==> config.mk <==
export PLATFORM = sky130hd
export DESIGN_NAME = tkok_queue
export DESIGN_NICKNAME = d
export VERILOG_FILES = /design/src/hw/rtl/tkok_pkg.sv /design/src/hw/rtl/tkok_queue.sv
export SDC_FILE = /design/constraint.sdc
export NUM_CORES = 1
export LEC_CHECK = 0
export BUFFER_PORTS_ARGS = -buffer_cell sky130_fd_sc_hd__buf_2
export CAP_MARGIN = 20
export CORE_ASPECT_RATIO = 1.1
export CORE_UTILIZATION = 44
export DETAILED_ROUTE_END_ITERATION = 6
export GPL_ROUTABILITY_DRIVEN = 1
export PLACE_DENSITY_LB_ADDON = 0.3
export SLEW_MARGIN = 10
export SYNTH_ARGS = -nofsm -noshare
export SYNTH_HDL_FRONTEND = slang
export SYNTH_SLANG_ARGS = --single-unit
==> constraint.sdc <==
create_clock -name clk -period 18.1 [get_ports clk]
set_input_delay 3.62 -clock clk [delete_from_list [all_inputs] [get_ports clk]]
set_output_delay 3.62 -clock clk [all_outputs]
set_load 0.05 [all_outputs]
==> src/hw/rtl/tkok_pkg.sv <==
// Package for the top-k orientation keeper: widths, commands, payload types
// and the quarter-wave sine function used to build the trig table.
// No dependencies.
`default_nettype none
package tkok_pkg;

    localparam int MAX_KEEP_DEF        = 16;
    localparam int TRIG_TABLE_BITS_DEF = 10;
    localparam int FULL_TURN           = 23040;
    localparam int HALF_TURN           = 11520;
    localparam logic [63:0] HALF_PI_Q30 = 64'd1686629713;
    localparam logic [63:0] ONE_Q30     = 64'd1 << 30;

    typedef enum logic [1:0] {
        CMD_CLEAR = 2'd0,
        CMD_OFFER = 2'd1,
        CMD_READ  = 2'd2,
        CMD_NONE  = 2'd3
    } cmd_t;

    localparam logic [3:0] REG_KEEP_COUNT = 4'd0;
    localparam logic [3:0] REG_PIX_PITCH  = 4'd1;

    typedef struct packed {
        logic [3:0]         read_rank;
        logic               mirrored;
        logic signed [15:0] peak_y;
        logic signed [15:0] peak_x;
        logic [14:0]        inplane_angle;
        logic [13:0]        view_theta;
        logic [14:0]        view_phi;
        logic signed [31:0] score;
        logic [1:0]         command;
    } in_item_t;

    typedef struct packed {
        logic signed [31:0] shift_y;
        logic signed [31:0] shift_x;
        logic [14:0]        psi;
        logic [15:0]        theta;
        logic [14:0]        phi;
        logic signed [31:0] score;
    } entry_t;

    typedef struct packed {
        cmd_t       command;
        logic [3:0] read_rank;
        entry_t     cand;
    } work_t;

    typedef struct packed {
        logic               accepted;
        logic [3:0]         placed_rank;
        entry_t             ent;
    } result_t;

    // Quarter-wave sine in Q1.14; r in 0..2**qbits.
    function automatic logic signed [15:0] quarter_sin(input logic [63:0] r,
                                                       input int qbits);
        logic [63:0] x, x2, t;
        x  = (r * HALF_PI_Q30) >> qbits;
        x2 = (x * x) >> 30;
        t  = ONE_Q30 - x2 / 72;
        t  = ONE_Q30 - ((x2 * t) >> 30) / 42;
        t  = ONE_Q30 - ((x2 * t) >> 30) / 20;
        t  = ONE_Q30 - ((x2 * t) >> 30) / 6;
        return 16'(((((x * t) >> 30) + 64'd32768) >> 16));
    endfunction

    function automatic logic signed [15:0] sin_entry(input int k, input int tbits);
        logic [63:0] n, quarter, q, r, kk;
        logic signed [15:0] v;
        n = 64'd1 << tbits;
        quarter = n >> 2;
        kk = 64'(k) & (n - 64'd1);
        q = kk >> (tbits - 2);
        r = kk & (quarter - 64'd1);
        if (q == 64'd0) v = quarter_sin(r, tbits - 2);
        else if (q == 64'd1) v = quarter_sin(quarter - r, tbits - 2);
        else if (q == 64'd2) v = -quarter_sin(r, tbits - 2);
        else v = -quarter_sin(quarter - r, tbits - 2);
        return v;
    endfunction

endpackage
`default_nettype wire

==> src/hw/rtl/tkok_queue.sv <==
// Two-entry queue between the front end and the list engine.
// Depends on tkok_pkg.
`default_nettype none
module tkok_queue (
    input  wire logic            clk,
    input  wire logic            rst_n,
    input  wire logic            push,
    input  wire tkok_pkg::work_t push_data,
    output logic                 full,
    input  wire logic            pop,
    output tkok_pkg::work_t      pop_data,
    output logic                 not_empty
);
    tkok_pkg::work_t mem_reg [2];
    logic rd_ptr_reg, wr_ptr_reg;
    logic [1:0] count_reg;

    assign full = (count_reg == 2'd2);
    assign not_empty = (count_reg != 2'd0);
    assign pop_data = mem_reg[rd_ptr_reg];

    always_ff @(posedge clk) begin
        if (push) mem_reg[wr_ptr_reg] <= push_data;
    end

    always_ff @(posedge clk or negedge rst_n) begin
        if (!rst_n) begin
            rd_ptr_reg <= 1'b0;
            wr_ptr_reg <= 1'b0;
            count_reg <= 2'd0;
        end else begin
            if (push) wr_ptr_reg <= ~wr_ptr_reg;
            if (pop) rd_ptr_reg <= ~rd_ptr_reg;
            count_reg <= count_reg + 2'(push) - 2'(pop);
        end
    end
endmodule
`default_nettype wire

After elaboration in Yosys (flattened, before gate mapping)
Memories as Yosys holds them, arrays and structs flattened.
Index checks and enable logic that the tools add are counted.
- bits in registers: 4
- memory bits (writable): 296
- output and inout port bits: 150
- memories kept: 1
- $add $sub $neg: 2
- eq/ne operators: 1
- bitwise logic cells: 2
- muxes and demuxes: 2
- reduce and logical (&&, ||, !) cells: 1
- memories (name ; words ; width ; rd ports ; clocked after Yosys merged registers in ; write ports ; RTL line ; text):
    mem_reg ; 2 ; 148 ; 1 ; 0 ; 1 ; tkok_queue.sv:14 ; tkok_pkg::work_t mem_reg [2];
- operators by type and width (kind ; count):
    adder 2 x 1 -> 2 bit ; 1
    == test 2 bit, second input constant ; 1
    2-to-1 mux 1 bit ; 2
    NOT 1 bit ; 2
    nonzero test 2 bit ; 1
    subtractor 2 x 1 -> 2 bit ; 1

Logic depth before layout (Yosys ltp)
- word-level depth: 2
- mapped depth: 5

Worst setup path after synthesis
OpenSTA, ideal clock, no wires.
- path type: in2reg
- from: input port push
- to: memory mem_reg[0][0] (netlist name), enable pin
- arrival: 10.022 ns
- path slack: 7.402 ns
- path buffers: 0
- setup time: 0.675 ns
- cell stages on the path: 1
- cell sequence: nor2b_1
- cells in the longest elaborated chain, start to end: 2
- RTL lines (element ; RTL line ; text):
    from (decl) ; tkok_queue.sv:7 ; input wire logic push,
    2-to-1 mux 1 bit ; tkok_queue.sv:23 ; if (push) mem_reg[wr_ptr_reg] <= push_data;
    2-to-1 mux 1 bit (not written as such) ; tkok_queue.sv:23 ;
    to (decl) ; tkok_queue.sv:14 ;
No other way between the ends.

==> metrics <==
fin crit share=35.3%; CP Data Required Time=14.48 ns; Max-cap violations=0; Core Rows=61; first-pass GRT wire length=30.6 mm; port bufs=301; Die ar.=26300 sq um; Area growth syn-to-layout=25.7%; most frequent cells after synthesis=edfxtp_1, mux2_4, mux2_2, buf_6, dfrtp_1; cts repair resizes=0; most used flip-flop cell after synthesis=edfxtp_1; DP Wirelength=13.7 mm; DR WL/cell=17.9 um; sequential share of power=35.9%; DR vias/cell=4.70; GRT Util Overall=15.2%; largest net degree at the start of global routing=83; CTS clk-pin slew, worst paths=0.06 ns; Die Y-Extent=170 um; post-route minimum period=6.38 ns; area of the multi-input gates=2150 sq um; share of the synthesized area in the top cell type=78.6%; CTS Buffer Depth=3; number of synthesized register bits=300; total number of vias=5500; Die X-Extent=155 um; layout cell share with drive strength beyond 1=61.4%; CTS Hold Bufs=0; syn_nets=630; Yosys warnings=0; Register Area=8990 sq um; initial cell density of the core=44.8%; Crit Path Max Fanout=59; Leak Pwr=5.64 nW; H-tree levels=1; sequential share of the synthesized area=79.5%; measured slew at the worst slew-check pin=1.00 ns; Final Hold Vio Count=0; ys async rst share=1.33%; Root Driver=clkbuf_16; CTS Buf Count=30; final hold slack=0.568 ns; mapped cell area=11300 sq um; DRT Pass-1 Iters=4; syn_area_per_cell=23.8 sq um; CTS tree=done; critical path type=flop to primary output; CP max stage delay=0.83 ns; Synth area leaders=edfxtp_1, mux2_4, mux2_2, buf_6, dfrtp_1; Sw Share=39.0%; Setup Fix Bufs, Post-CTS=0; I/O pin count=302; top-count cell post-synth=edfxtp_1; Comb power frac=40.8%; Fin Setup TNS=0 ns; Startpoint Class=flop; initial antenna violation count=6; Placer Congestion=0.724; NetSw=1.05 mW; overall power=2.69 mW; top cell type by total area after synthesis=edfxtp_1; Num Clock Sinks=300; number of flip-flops in the largest register=296; Post-synth EDFFs=296; nets=954; Setup Viol. Count Final=0; core area=25300 sq um; global route total overflow=0; Internal=1.64 mW; fmax=0.157 GHz; slowest CP cell=buf_4; worst skew pair latency=0.54 ns; Syn Inst Count=476; VDD IR-drop max=0.111 mV; Max Slew Vio Count=0; DR iter-0 viols=268; Final ANT Viol Nets=0; unrepaired setup endpoints after global routing=false; clock skew=0.00712 ns; status=completed; Residual DRC=0; worst hold path class=flop to flop; Worst Setup End Kind=primary output; CP arrival=2.76 ns; Slew headroom=33.1%; vias in the first global route=5775; Clock power frac=23.2%; DRT Wirelength=20.9 mm; worst-path cell chain=buf_4 > mux2_2 > buf_2; count of cell types in the netlist=13; # fillers=1948; Power Dens Cells=189 nW/um^2
==> metal layers <==
metal	part of all wire [%]	global-route usage, %	vias to the layer above
li1	-	-	2547
met2	52	27.3	199
met3	6.8	3.90	54
met1	37	16.8	2694
met5	0.20	0	-
met4	3.7	7.49	6
==> path summary, 6_finish.rpt <==
kind	slack [ns]	start	end	cells past startpoint
worst min register to register	0.57	wr_ptr_reg	wr_ptr_reg	1
worst max register to register	15.68	wr_ptr_reg	mem_reg[1][74]	3
max in group asynchronous	15.08	rst_n	rd_ptr_reg	1
worst max-delay path	11.72	rd_ptr_reg	pop_data[12]	3
worst min-delay path	0.57	wr_ptr_reg	wr_ptr_reg	1
min in group asynchronous	2.88	rst_n	count_reg[0]	1
==> stage by stage <==
step | utilization (%) | setup WS [ns] | std cells | instance area, sq um
2_1_floorplan | - | 7.40 | 476 | 11300
3_3_place_gp | 51.9 | 12.17 | 1111 | 13100
3_5_place_dp | 51.9 | 12.07 | 1111 | 13100
4_1_cts | 55.9 | 11.55 | 1164 | 14100
5_1_grt | 56.3 | 11.58 | 1170 | 14200
6_report | 56.3 | 11.72 | 1170 | 14200
==> worst max-delay path: cells and delay by family, from the launching register on <==
kind	cells	cell delay (ns)
buf+inv	2	1.04
flops	1	0.69
mux	1	0.43
==> placed cells by master (no fill, tap or decap), types with 2 or more instances in the layout <==
| cell type | synthesis | routed |
|---|---|---|
| buf_16 | 0 | 2 |
| mux2_4 | 101 | 101 |
| edfxtp_1 | 296 | 296 |
| bufinv_16 | 0 | 5 |
| xor2_1 | 2 | 2 |
| mux2_2 | 47 | 47 |
| dfrtp_1 | 4 | 3 |
| inv_1 | 2 | 2 |
| clkinv_1 | 0 | 7 |
| buf_2 | 3 | 301 |
| clkinv_2 | 0 | 6 |
| clkbuf_16 | 0 | 31 |
| buf_4 | 0 | 5 |
| clkbuf_1 | 0 | 3 |
| ha_1 | 2 | 2 |
| diode_2 | 0 | 3 |
==> cell families (layout without fill, tap and decap cells) <==
group / after synthesis / after routing / share of synthesized area [%]
flip-flops: 300 / 300 / 79.5
other: 0 / 3 / 0
XOR/XNOR: 3 / 3 / 0.365
adder cells (fa/ha/maj): 2 / 2 / 0.221
multiplexers: 148 / 148 / 18.1
AND/OR/NAND/NOR: 4 / 4 / 0.221
buffers and inverters: 19 / 364 / 1.59
==> power by group through the flow <==
stage / registers, mW / clock network (mW) / logic (mW)
CTS: 0.973 / 0.641 / 1.10
finish: 0.968 / 0.625 / 1.10
detailed placement: 0.987 / 0 / 1.10
global placement: 0.977 / 0 / 1.09
global route: 0.980 / 0.664 / 1.15
floorplan: 0.986 / 0 / 0.927
==> cell type report <==
cell class,count,area share (%)
antenna,3,0.0528
clock buffer,34,5.54
clock inverter,19,1.53
inverter,2,0.0528
multi-input combinational,157,15.1
sequential,300,63.3
tap,346,3.05
timing repair buffer,309,11.4
Note: power is estimated with default switching activity, not from simulation.
